`config.mk`:
```
export PLATFORM = sky130hd
export DESIGN_NAME = rgb_to_hsv_8bit
export DESIGN_NICKNAME = d
export VERILOG_FILES = /design/src/rgb_hsv_pkg.sv /design/src/rgb_to_hsv_8bit.sv /design/src/rgb_hsv_front.sv /design/src/rgb_hsv_div_stg.sv /design/src/rgb_hsv_back.sv
export VERILOG_INCLUDE_DIRS = /design/src /design/src/src
export SDC_FILE = /design/constraint.sdc
export NUM_CORES = 1
export LEC_CHECK = 0
export ABC_CLOCK_PERIOD_IN_PS = 16750
export BUFFER_PORTS_ARGS = -buffer_cell sky130_fd_sc_hd__buf_2
export CAP_MARGIN = 15
export CORE_ASPECT_RATIO = 0.6
export CORE_UTILIZATION = 50
export CTS_CLUSTER_SIZE = 28
export DETAILED_ROUTE_END_ITERATION = 8
export PLACE_DENSITY = 0.62
export SKIP_LAST_GASP = 1
export SLEW_MARGIN = 10
export SYNTH_ARGS = -nofsm -noshare
export SYNTH_HDL_FRONTEND = slang
export SYNTH_SLANG_ARGS = --single-unit
```
`constraint.sdc`:
```
create_clock -name i_clk -period 16.75 [get_ports i_clk]
set_input_delay 1.675 -clock i_clk [delete_from_list [all_inputs] [get_ports i_clk]]
set_output_delay 1.675 -clock i_clk [all_outputs]
set_load 0.01 [all_outputs]
```
`src/rgb_to_hsv_8bit_macros.svh`:
```
// Assertion macros used by the back end of the HSV converter RTL
`ifndef RGB_TO_HSV_8BIT_MACROS_SVH
`define RGB_TO_HSV_8BIT_MACROS_SVH

// Same-cycle implication, gated off during reset
`define RHSV_ASSERT_IMPLY(label, clk, rst_n, ante, cons) \
    label: assert property (@(posedge clk) disable iff (!(rst_n)) (ante) |-> (cons)) \
        else $error("rgb_to_hsv_8bit: same-cycle check failed");

// Next-cycle implication, gated off during reset
`define RHSV_ASSERT_NEXT(label, clk, rst_n, ante, cons) \
    label: assert property (@(posedge clk) disable iff (!(rst_n)) (ante) |=> (cons)) \
        else $error("rgb_to_hsv_8bit: next-cycle check failed");

`endif

```
`src/rgb_hsv_pkg.sv`:
```
// Types, constants and helper functions of the RGB to HSV converter
`timescale 1ns / 1ps
`default_nettype none

package rgb_hsv_pkg;

    // Request payloads
    typedef struct packed {
        logic [7:0] red;
        logic [7:0] green;
        logic [7:0] blue;
    } t_rgb;

    typedef struct packed {
        logic [7:0] hue;
        logic [7:0] saturation;
        logic [7:0] brightness;
    } t_hsv;

    // Hue sector codes
    localparam logic [1:0] SEC_RED   = 2'd0;
    localparam logic [1:0] SEC_GREEN = 2'd1;
    localparam logic [1:0] SEC_BLUE  = 2'd2;

    localparam logic [7:0] OFS_RED   = 8'd0;
    localparam logic [7:0] OFS_GREEN = 8'd85;
    localparam logic [7:0] OFS_BLUE  = 8'd171;

    localparam logic [15:0] SECTOR_STEP = 16'd43;

    // Divider operand: remainder, divisor and quotient built so far
    typedef struct packed {
        logic [15:0] rem;
        logic [7:0]  den;
        logic [7:0]  quo;
    } t_div;

    // Per-pixel side information carried alongside the dividers
    typedef struct packed {
        logic [1:0] sector;
        logic       neg;
        logic       grey;
        logic [7:0] bright;
    } t_side;

    typedef struct packed {
        t_div  hue;
        t_div  sat;
        t_side side;
    } t_div_bus;

    // One restoring step: try to take den << k off the remainder
    function automatic t_div div_step(input t_div x, input logic [2:0] k);
        logic [15:0] sub;
        t_div        res;
        sub = 16'(x.den) << k;
        res = x;
        if (x.rem >= sub) begin
            res.rem    = x.rem - sub;
            res.quo[k] = 1'b1;
        end
        return res;
    endfunction

    function automatic logic [7:0] sector_offset(input logic [1:0] sector);
        logic [7:0] ofs;
        case (sector)
            SEC_RED:   ofs = OFS_RED;
            SEC_GREEN: ofs = OFS_GREEN;
            SEC_BLUE:  ofs = OFS_BLUE;
            default:   ofs = OFS_RED;
        endcase
        return ofs;
    endfunction

endpackage

`default_nettype wire

```
`src/rgb_to_hsv_8bit.sv`:
```
// Top level of the pipelined 8-bit RGB to HSV pixel converter
`timescale 1ns / 1ps
`default_nettype none

// Usage
//   Input channel: present one RGB pixel on i_pixel with i_valid; the request
//   is taken at a rising edge where i_valid and o_ready are both high.
//   Output channel: o_hsv carries hue, saturation and brightness with o_valid;
//   the request is handed over at an edge where o_valid and i_ready are high.
//   Stages: seven register stages lie between acceptance and o_valid
//   (extremes, dividends, four two-bit divider stages, output register).
//   Throughput: one pixel per clock while the receiver keeps i_ready high; no
//   pixel depends on an earlier one.
//   Stall: every stage holds its request when the stage after it is full and
//   stalled, and an empty stage keeps taking requests, so bubbles are squeezed
//   out before o_ready drops. Nothing is dropped or repeated.
//   Reset: synchronous, active low on i_rst_n; clears every valid bit, so the
//   pipeline comes up empty with o_valid low and o_ready high.
module rgb_to_hsv_8bit (
    input  wire                i_clk,
    input  wire                i_rst_n,
    input  wire                i_valid,
    output logic               o_ready,
    input  rgb_hsv_pkg::t_rgb  i_pixel,
    output logic               o_valid,
    input  wire                i_ready,
    output rgb_hsv_pkg::t_hsv  o_hsv
);

    localparam int N_DIV = 4;

    // Handshake and payload between stages: index 0 leaves the front end
    logic [N_DIV:0]        w_vld;
    logic [N_DIV:0]        w_rdy;
    rgb_hsv_pkg::t_div_bus w_bus [N_DIV+1];

    // Extremes and sector, then the two dividends
    rgb_hsv_front u_front (
        .i_clk   (i_clk),
        .i_rst_n (i_rst_n),
        .i_valid (i_valid),
        .o_ready (o_ready),
        .i_pixel (i_pixel),
        .o_valid (w_vld[0]),
        .i_ready (w_rdy[0]),
        .o_bus   (w_bus[0])
    );

    // Four divider stages, quotient bits seven down to zero, two per stage
    for (genvar g = 0; g < N_DIV; g++) begin : g_div
        rgb_hsv_div_stg #(
            .HI_BIT (7 - 2 * g)
        ) u_div (
            .i_clk   (i_clk),
            .i_rst_n (i_rst_n),
            .i_valid (w_vld[g]),
            .o_ready (w_rdy[g]),
            .i_bus   (w_bus[g]),
            .o_valid (w_vld[g+1]),
            .i_ready (w_rdy[g+1]),
            .o_bus   (w_bus[g+1])
        );
    end

    // Finish the hue and hold the result for the receiver
    rgb_hsv_back u_back (
        .i_clk   (i_clk),
        .i_rst_n (i_rst_n),
        .i_valid (w_vld[N_DIV]),
        .o_ready (w_rdy[N_DIV]),
        .i_bus   (w_bus[N_DIV]),
        .o_valid (o_valid),
        .i_ready (i_ready),
        .o_hsv   (o_hsv)
    );

endmodule

`default_nettype wire

```
`src/rgb_hsv_front.sv`:
```
// Front end: extremes, sector choice, then the scaled dividends
`timescale 1ns / 1ps
`default_nettype none

module rgb_hsv_front (
    input  wire                    i_clk,
    input  wire                    i_rst_n,
    input  wire                    i_valid,
    output logic                   o_ready,
    input  rgb_hsv_pkg::t_rgb      i_pixel,
    output logic                   o_valid,
    input  wire                    i_ready,
    output rgb_hsv_pkg::t_div_bus  o_bus
);

    // Stage one registers
    logic              r_v1;
    logic [7:0]        r_max;
    logic [7:0]        r_spread;
    logic signed [8:0] r_diff;
    logic [1:0]        r_sector;

    // Stage two registers
    logic                  r_v2;
    rgb_hsv_pkg::t_div_bus r_bus;

    logic              w_rdy2;
    logic              w_en1;
    logic              w_en2;
    logic [7:0]        n_max;
    logic [7:0]        n_min;
    logic signed [8:0] n_diff;
    logic [1:0]        n_sector;
    logic [7:0]        w_abs;
    rgb_hsv_pkg::t_div_bus n_bus;

    assign w_rdy2  = !r_v2 || i_ready;
    assign o_ready = !r_v1 || w_rdy2;
    assign w_en1   = o_ready;
    assign w_en2   = w_rdy2;

    // Red wins ties, then green
    always_comb begin
        if (i_pixel.red >= i_pixel.green && i_pixel.red >= i_pixel.blue) begin
            n_sector = rgb_hsv_pkg::SEC_RED;
            n_max    = i_pixel.red;
            n_diff   = $signed({1'b0, i_pixel.green}) - $signed({1'b0, i_pixel.blue});
        end else if (i_pixel.green >= i_pixel.blue) begin
            n_sector = rgb_hsv_pkg::SEC_GREEN;
            n_max    = i_pixel.green;
            n_diff   = $signed({1'b0, i_pixel.blue}) - $signed({1'b0, i_pixel.red});
        end else begin
            n_sector = rgb_hsv_pkg::SEC_BLUE;
            n_max    = i_pixel.blue;
            n_diff   = $signed({1'b0, i_pixel.red}) - $signed({1'b0, i_pixel.green});
        end
        n_min = (i_pixel.red < i_pixel.green) ? i_pixel.red : i_pixel.green;
        if (i_pixel.blue < n_min) begin
            n_min = i_pixel.blue;
        end
    end

    // Magnitude of the difference, then both dividends
    always_comb begin
        w_abs = r_diff[8] ? 8'(-r_diff) : r_diff[7:0];
        n_bus.hue.rem     = 16'(w_abs) * rgb_hsv_pkg::SECTOR_STEP;
        n_bus.hue.den     = r_spread;
        n_bus.hue.quo     = 8'd0;
        n_bus.sat.rem     = {r_spread, 8'd0} - 16'(r_spread);
        n_bus.sat.den     = r_max;
        n_bus.sat.quo     = 8'd0;
        n_bus.side.sector = r_sector;
        n_bus.side.neg    = r_diff[8];
        n_bus.side.grey   = (r_spread == 8'd0);
        n_bus.side.bright = r_max;
    end

    always_ff @(posedge i_clk) begin
        if (!i_rst_n) begin
            r_v1 <= 1'b0;
            r_v2 <= 1'b0;
        end else begin
            if (w_en1) begin
                r_v1 <= i_valid;
            end
            if (w_en2) begin
                r_v2 <= r_v1;
            end
        end
    end

    always_ff @(posedge i_clk) begin
        if (w_en1 && i_valid) begin
            r_max    <= n_max;
            r_spread <= n_max - n_min;
            r_diff   <= n_diff;
            r_sector <= n_sector;
        end
        if (w_en2 && r_v1) begin
            r_bus <= n_bus;
        end
    end

    assign o_valid = r_v2;
    assign o_bus   = r_bus;

endmodule

`default_nettype wire

```
`src/rgb_hsv_div_stg.sv`:
```
// One divider stage: two restoring steps for both quotients
`timescale 1ns / 1ps
`default_nettype none

module rgb_hsv_div_stg #(
    parameter int HI_BIT = 7
) (
    input  wire                    i_clk,
    input  wire                    i_rst_n,
    input  wire                    i_valid,
    output logic                   o_ready,
    input  rgb_hsv_pkg::t_div_bus  i_bus,
    output logic                   o_valid,
    input  wire                    i_ready,
    output rgb_hsv_pkg::t_div_bus  o_bus
);

    localparam logic [2:0] K_HI = 3'(HI_BIT);
    localparam logic [2:0] K_LO = 3'(HI_BIT - 1);

    logic                  r_valid;
    rgb_hsv_pkg::t_div_bus r_bus;
    rgb_hsv_pkg::t_div_bus n_bus;

    assign o_ready = !r_valid || i_ready;

    always_comb begin
        n_bus      = i_bus;
        n_bus.hue  = rgb_hsv_pkg::div_step(rgb_hsv_pkg::div_step(i_bus.hue, K_HI), K_LO);
        n_bus.sat  = rgb_hsv_pkg::div_step(rgb_hsv_pkg::div_step(i_bus.sat, K_HI), K_LO);
    end

    always_ff @(posedge i_clk) begin
        if (!i_rst_n) begin
            r_valid <= 1'b0;
        end else if (o_ready) begin
            r_valid <= i_valid;
        end
    end

    always_ff @(posedge i_clk) begin
        if (o_ready && i_valid) begin
            r_bus <= n_bus;
        end
    end

    assign o_valid = r_valid;
    assign o_bus   = r_bus;

endmodule

`default_nettype wire

```
`src/rgb_hsv_back.sv`:
```
// Back end: sign and sector offset on the hue, output register
`timescale 1ns / 1ps
`default_nettype none

`include "rgb_to_hsv_8bit_macros.svh"

module rgb_hsv_back (
    input  wire                    i_clk,
    input  wire                    i_rst_n,
    input  wire                    i_valid,
    output logic                   o_ready,
    input  rgb_hsv_pkg::t_div_bus  i_bus,
    output logic                   o_valid,
    input  wire                    i_ready,
    output rgb_hsv_pkg::t_hsv      o_hsv
);

    logic              r_valid;
    rgb_hsv_pkg::t_hsv r_out;
    rgb_hsv_pkg::t_hsv n_out;
    logic [7:0]        w_step;

    assign o_ready = !r_valid || i_ready;

    // Truncation toward zero: negate the magnitude quotient
    always_comb begin
        w_step = i_bus.side.neg ? (8'd0 - i_bus.hue.quo) : i_bus.hue.quo;
        if (i_bus.side.grey) begin
            n_out.hue = 8'd0;
        end else begin
            n_out.hue = rgb_hsv_pkg::sector_offset(i_bus.side.sector) + w_step;
        end
        n_out.saturation = (i_bus.side.bright == 8'd0) ? 8'd0 : i_bus.sat.quo;
        n_out.brightness = i_bus.side.bright;
    end

    always_ff @(posedge i_clk) begin
        if (!i_rst_n) begin
            r_valid <= 1'b0;
        end else if (o_ready) begin
            r_valid <= i_valid;
        end
    end

    always_ff @(posedge i_clk) begin
        if (o_ready && i_valid) begin
            r_out <= n_out;
        end
    end

    assign o_valid = r_valid;
    assign o_hsv   = r_out;

    `RHSV_ASSERT_IMPLY(a_hue_quo_range, i_clk, i_rst_n, i_valid && !i_bus.side.grey, i_bus.hue.quo <= 8'd43)
    `RHSV_ASSERT_IMPLY(a_hue_rem_below, i_clk, i_rst_n, i_valid && !i_bus.side.grey, i_bus.hue.rem < 16'(i_bus.hue.den))
    `RHSV_ASSERT_NEXT(a_black_out, i_clk, i_rst_n, i_valid && o_ready && i_bus.side.bright == 8'd0, r_out.hue == 8'd0 && r_out.saturation == 8'd0)

endmodule

`default_nettype wire

```
======== Word-level counts from Yosys, hierarchy flattened ========
Index checks and enable logic that the tools add are counted.
W data, S select, Z words.
storage, ports and cells
  flip-flop bits (word level) ............. 316
  input port bits ......................... 28
  output and inout bits ................... 26
  logic and storage cells ................. 163
operators by class
  add/subtract/negate cells ............... 22
  multipliers ............................. 1
  order comparisons ....................... 21
  equality and inequality tests ........... 2
  mux-type cells .......................... 25
  reductions and logical operators ........ 24
operators by type and width
  kind              number
  $mux W16          14
  $mux W8           7
  $ge A16 B10 Y1    2
  $ge A16 B11 Y1    2
  $ge A16 B12 Y1    2
  $ge A16 B13 Y1    2
  $ge A16 B14 Y1    2
  $ge A16 B8 Y1     2
  $ge A16 B9 Y1     2
  $sub A16 B10 Y16  2
  $sub A16 B11 Y16  2
  $sub A16 B12 Y16  2
  $sub A16 B13 Y16  2
  $sub A16 B14 Y16  2
  $sub A16 B9 Y16   2
  $sub A8 B8 Y9     3
  $ge A8 B8 Y1      3
  $mux W9           2
  $ge A16 B15 Y1    1
  $logic_not A8 Y1  2
  $lt A8 B8 Y1      2
  $pmux W8 S2       1
  $sub A14 B15 Y16  1
  $sub A16 B15 Y16  1
  other kinds (13)  32

======== Depth between registers and ports, before layout ========
  word-level depth ........................ 9
  mapped depth ............................ 23
  gate-level depth less buffers ........... 23

======== Cells and area by module ========
From an unflattened synthesis, not the netlist that was laid out.
unflattened totals
  cell total of the unflattened synthesis .. 2,326
  area, all modules ....................... 26,131.3 um^2
by module, submodules not included
  module                            instances  cells an instance  area an instance (um^2)  sequential area each (um^2)
  rgb_hsv_front                     1          564                5,891.9                  2,322.2
  rgb_hsv_div_stg (g_div[3].u_div)  1          457                4,964.8                  2,302.2
  rgb_hsv_div_stg (g_div[2].u_div)  1          433                4,832.1                  2,302.2
  rgb_hsv_div_stg (g_div[1].u_div)  1          392                4,579.4                  2,302.2
  rgb_hsv_div_stg (g_div[0].u_div)  1          367                4,490.6                  2,302.2
  rgb_hsv_back                      1          113                1,372.6                  740.7

======== Worst setup path after synthesis ========
Ideal clock, no wire load.
  path kind ............................... in2reg
  from .................................... input port i_ready
  to ...................................... register g_div[0].u_div.r_bus, in the netlist g_div[0].u_div.o_bus[10], enable pin
  setup time .............................. 552 ps
  arrival time ............................ 6,158 ps
  required time ........................... 16,198 ps
  path slack .............................. 10,040 ps
  stages on the path ...................... 4
  path buffers ............................ 0
  path through ............................ nor2b_1 -> and3_1 -> and2_1 -> a21boi_0
between the ends
  longest elaborated chain between the ends .. 6
RTL lines
  what                              RTL line               text
  start: declaration                rgb_to_hsv_8bit.sv:26  input wire i_ready,
  $logic_or A1 B1 Y1                rgb_hsv_back.sv:23     assign o_ready = !r_valid || i_ready;
  $logic_or A1 B1 Y1 (4 in series)  rgb_hsv_div_stg.sv:25  assign o_ready = !r_valid || i_ready;
  $logic_and A1 B1 Y1               rgb_hsv_div_stg.sv:42  if (o_ready && i_valid) begin
  end signal: assignment            rgb_hsv_div_stg.sv:43  r_bus <= n_bus;
  end: declaration                  rgb_hsv_div_stg.sv:22  rgb_hsv_pkg::t_div_bus r_bus;
No other way between the ends.
A chain may end at the register's enable or synchronous reset.

======== Worst setup path after layout ========
  from .................................... input port i_pixel[9] (netlist bit)
  to ...................................... register u_front.r_spread[7] (data pin)
between the ends
  longest elaborated chain between the ends .. 5
  elaborated cells between the ends (all ways) .. 10
  classes of those cells .................. 1 x add/sub; 4 x order compare; 4 x mux; 1 x reduce/logical
RTL lines
  what                    RTL line               text
  start: declaration      rgb_to_hsv_8bit.sv:24  input rgb_hsv_pkg::t_rgb i_pixel,
  $lt A8 B8 Y1            rgb_hsv_front.sv:57    n_min = (i_pixel.red < i_pixel.green) ? i_pixel.red : i_pixel.green;
  $mux W8                 rgb_hsv_front.sv:57
  $lt A8 B8 Y1            rgb_hsv_front.sv:58    if (i_pixel.blue < n_min) begin
  $mux W8                 rgb_hsv_front.sv:58
  $sub A8 B8 Y8 *         rgb_hsv_front.sv:95    r_spread <= n_max - n_min;
  end signal: assignment  rgb_hsv_front.sv:95
  end: declaration        rgb_hsv_front.sv:19    logic [7:0] r_spread;
Mark *: on every way between the ends. The rest lies on a longest branch, timed or not.

==> load_flow_metrics.sql <==
INSERT INTO impl_metrics (metric_group, metric, value, unit) VALUES
('synth', 'synth_sequential_area_ratio', '44.2', '%'),
('sta', 'final.setup.tns', '0', 'ps'),
('critical_path', 'rrSetupSlack', '10290', 'ps'),
('floorplan', 'pin_count', '54', ''),
('global_route', 'grt_overflow_total', '0', ''),
('cts', 'later_pin_clock_latency_in_the_skew_report', '570', 'ps'),
('synth', 'ys_seq_elements', '312', ''),
('sta', 'period_minus_slack', '6610', 'ps'),
('cts', 'postCtsResizedCells', '0', ''),
('job', 'cap_violations', '0', ''),
('detailed_routing', 'wirelength', '47600', 'um'),
('cts', 'cts_sinks', '312', ''),
('floorplan', 'fp.dieArea', '42900', 'um^2'),
('critical_path', 'path_length_in_cells_of_the_critical_path', '23', ''),
('critical_path', 'cp_max_fo', '12', ''),
('synth', 'yosysWarnings', '0', ''),
('placed_design', 'gpl.final_weighted_congestion', '0.908', ''),
('critical_path', 'reg2reg_from', 'g_div[1].u_div.o_bus[53]', ''),
('critical_path', 'crit_path_start_kind', 'input pin', ''),
('global_route', 'grtUsageTotal', '22.5', '%'),
('synth', 'mappedNetlistArea', '21000', 'um^2'),
('critical_path', 'critPathMostFrequentCell', 'a21o_1', ''),
('synth', 'synth_enable_flop_cells', '305', ''),
('detailed_routing', 'route.detailed.vias_per_inst', '5.67', ''),
('min_path', 'hold_path.class', 'register to register', ''),
('cts', 'cts_tree', 'yes', ''),
('synth', 'yosysTopAreaCell', 'edfxtp_1', ''),
('floorplan', 'chipWidth', '267', 'um'),
('cts', 'cts-root-to-sink-buffers', '3', ''),
('floorplan', 'rows', '57', ''),
('detailed_routing', 'detail_route.wl_per_cell', '18.1', 'um'),
('cts', 'cts-buffers-inserted', '31', ''),
('power_and_ir_drop', 'static-leakage-power', '9.19', 'nW'),
('critical_path', 'setup.worst_path.start', 'i_pixel[9]', ''),
('run_status', 'result_of_the_run', 'completed', ''),
('layout', 'layout-drive-gt1-share', '10.3', '%'),
('detailed_routing', 'drt_iter0_markers', '1247', ''),
('critical_path', 'critPathTopFamily', 'compound AO/OA/AOI/OAI gates', ''),
('critical_path', 'timing.critical_path.to', 'u_front.r_spread[7]', ''),
('cts', 'post_cts.repair.setup_buffers', '0', ''),
('critical_path', 'rr_worst_depth', '18', ''),
('global_route', 'grt_pass1_vias', '14069', ''),
('sta', 'timing.fmax', '151', 'MHz'),
('layout', 'antenna_cells_inserted', '0', ''),
('synth', 'postSynth.topFlopCell', 'edfxtp_1', ''),
('power_and_ir_drop', 'worst_ir_drop_vdd', '0.000109', 'V'),
('critical_path', 'crit_path_cell_trace', 'buf_2 > inv_1 > ha_1 > nor2b_1 > o2111ai_1 > a31oi_1 > buf_4 > nor2_1 > a21oi_1 > ha_1 > a21o_1 > a21oi_1 > o21ai_0 > a221oi_2 > mux2_2 > ha_1 > a21o_1 > a21o_1 > a21o_1 > a21oi_1 > o21ai_0 > xor2_1 > xnor2_1', ''),
('sta', 'finalClockSkew', '10.6', 'ps'),
('critical_path', 'timing_worst_setup_path_type', 'input pin to register', ''),
('sta', 'layout_worst_path_cycle_share', '39.5', '%'),
('detailed_routing', 'final_antenna_net_count', '0', ''),
('detailed_routing', 'post-route-drc-count', '0', ''),
('global_route', 'grt_antenna_before_repair', '3', ''),
('synth', 'yosysUniqueCellTypes', '77', ''),
('cts', 'ctsRootBufferMaster', 'clkbuf_16', ''),
('placed_design', 'port_buffers', '53', ''),
('synth', 'share_of_async_settable_or_async_resettable_flops_after_synthesis', '0', '%'),
('global_route', 'grt_max_degree', '60', ''),
('cts', 'cts.reportedPaths.clkPinSlew', '70', 'ps'),
('detailed_routing', 'detailedRoute.firstPassIterationCount', '6', ''),
('critical_path', 'endpoint_class_of_the_critical_path', 'register', ''),
('sta', 'setup-violations-final', '0', ''),
('sta', 'drv_slew', '0', ''),
('critical_path', 'worst_ep_required_time', '17070', 'ps'),
('critical_path', 'worst_path_largest_cell_delay', '710', 'ps'),
('sta', 'max_slew.worst_pin.slew', '997', 'ps'),
('floorplan', 'core-area', '40900', 'um^2'),
('layout', 'layout.nets', '2315', ''),
('critical_path', 'r2r-end', 'g_div[2].u_div.o_bus[72]', ''),
('critical_path', 'cp_data_arrival_time', '6930', 'ps'),
('synth', 'postSynthAreaPerCell', '10.7', 'um^2');
-- cell type report --
cell class	instances	area, um^2
fill	3509	17700
multi-input combinational	1450	11000
sequential	312	9300
clock buffer	36	815
tap	560	701
inverter	186	698
timing repair buffer	66	363
clock inverter	21	308
-- registers in the layout (all words and copies together) (netlist names), 2 cells and up --
| signal | cells |
|---|---|
| g_div.u_div.o_bus | 205 |
| u_front.o_bus | 49 |
| u_back.o_hsv | 24 |
| u_front.r_diff | 9 |
| u_front.r_max | 8 |
| u_front.r_spread | 8 |
| g_div.u_div.o_valid | 4 |
| u_front.r_sector | 2 |
-- metrics by stage --
stage / hold slack, ps / worst slack (ps) / instances / cell area, um^2 / util (%)
final: 418 / 10140 / 2631 / 23200 / 56.6
after global routing: 425 / 9740 / 2631 / 23200 / 56.6
after floorplan: 400 / 10040 / 1970 / 21000 / -
after CTS: 420 / 10130 / 2631 / 23200 / 56.6
after detailed placement: 405 / 9530 / 2574 / 22100 / 53.9
after global placement: 401 / 9680 / 2574 / 22100 / 53.9
-- how the worst min path moves through the flow --
stage	end	from	depth (start not counted)
finish	g_div[3].u_div.o_bus[15]	g_div[2].u_div.o_bus[15]	0
global route	g_div[1].u_div.o_bus[50]	g_div[0].u_div.o_bus[50]	0
CTS	g_div[2].u_div.o_bus[11]	g_div[1].u_div.o_bus[11]	0
detailed placement	g_div[3].u_div.o_bus[15]	g_div[2].u_div.o_bus[15]	0
global placement	g_div[3].u_div.o_bus[49]	g_div[2].u_div.o_bus[49]	0
floorplan	g_div[0].u_div.o_bus[10]	u_front.o_bus[10]	0
-- layout by cell type (no fill, tap or decap), types with 53 or more instances in the layout --
master	n
mux2_2	56
inv_1	184
a21o_1	54
o21ai_0	121
buf_2	53
edfxtp_1	305
a21oi_1	144
nand2_1	106
ha_1	212
xnor2_1	83
nor2_1	144
-- power by group --
group / leakage [nW] / total, mW / internal [mW] / switching [mW]
combinational: 5.84 / 1.24 / 0.564 / 0.680
clock: 0.533 / 0.756 / 0.447 / 0.309
sequential: 2.82 / 1.06 / 1.01 / 0.0487
total: 9.19 / 3.06 / 2.02 / 1.04
-- logic make-up after synthesis --
logic type,synth area share [%]
compound gates,16.0
simple gates,12.1
flops,44.2
fa+ha+maj,15.3
buf+inv,3.76
xor+xnor,5.04
mux,3.66
-- layer usage --
metal,vias up,global-route usage [%],routed length (um)
met3,57,3.19,2920
met4,0,3.76,697
met2,388,30.8,18200
met5,-,0,0
li1,7455,-,-
met1,7015,37.1,25700
Power figures use the tool's default switching activity.
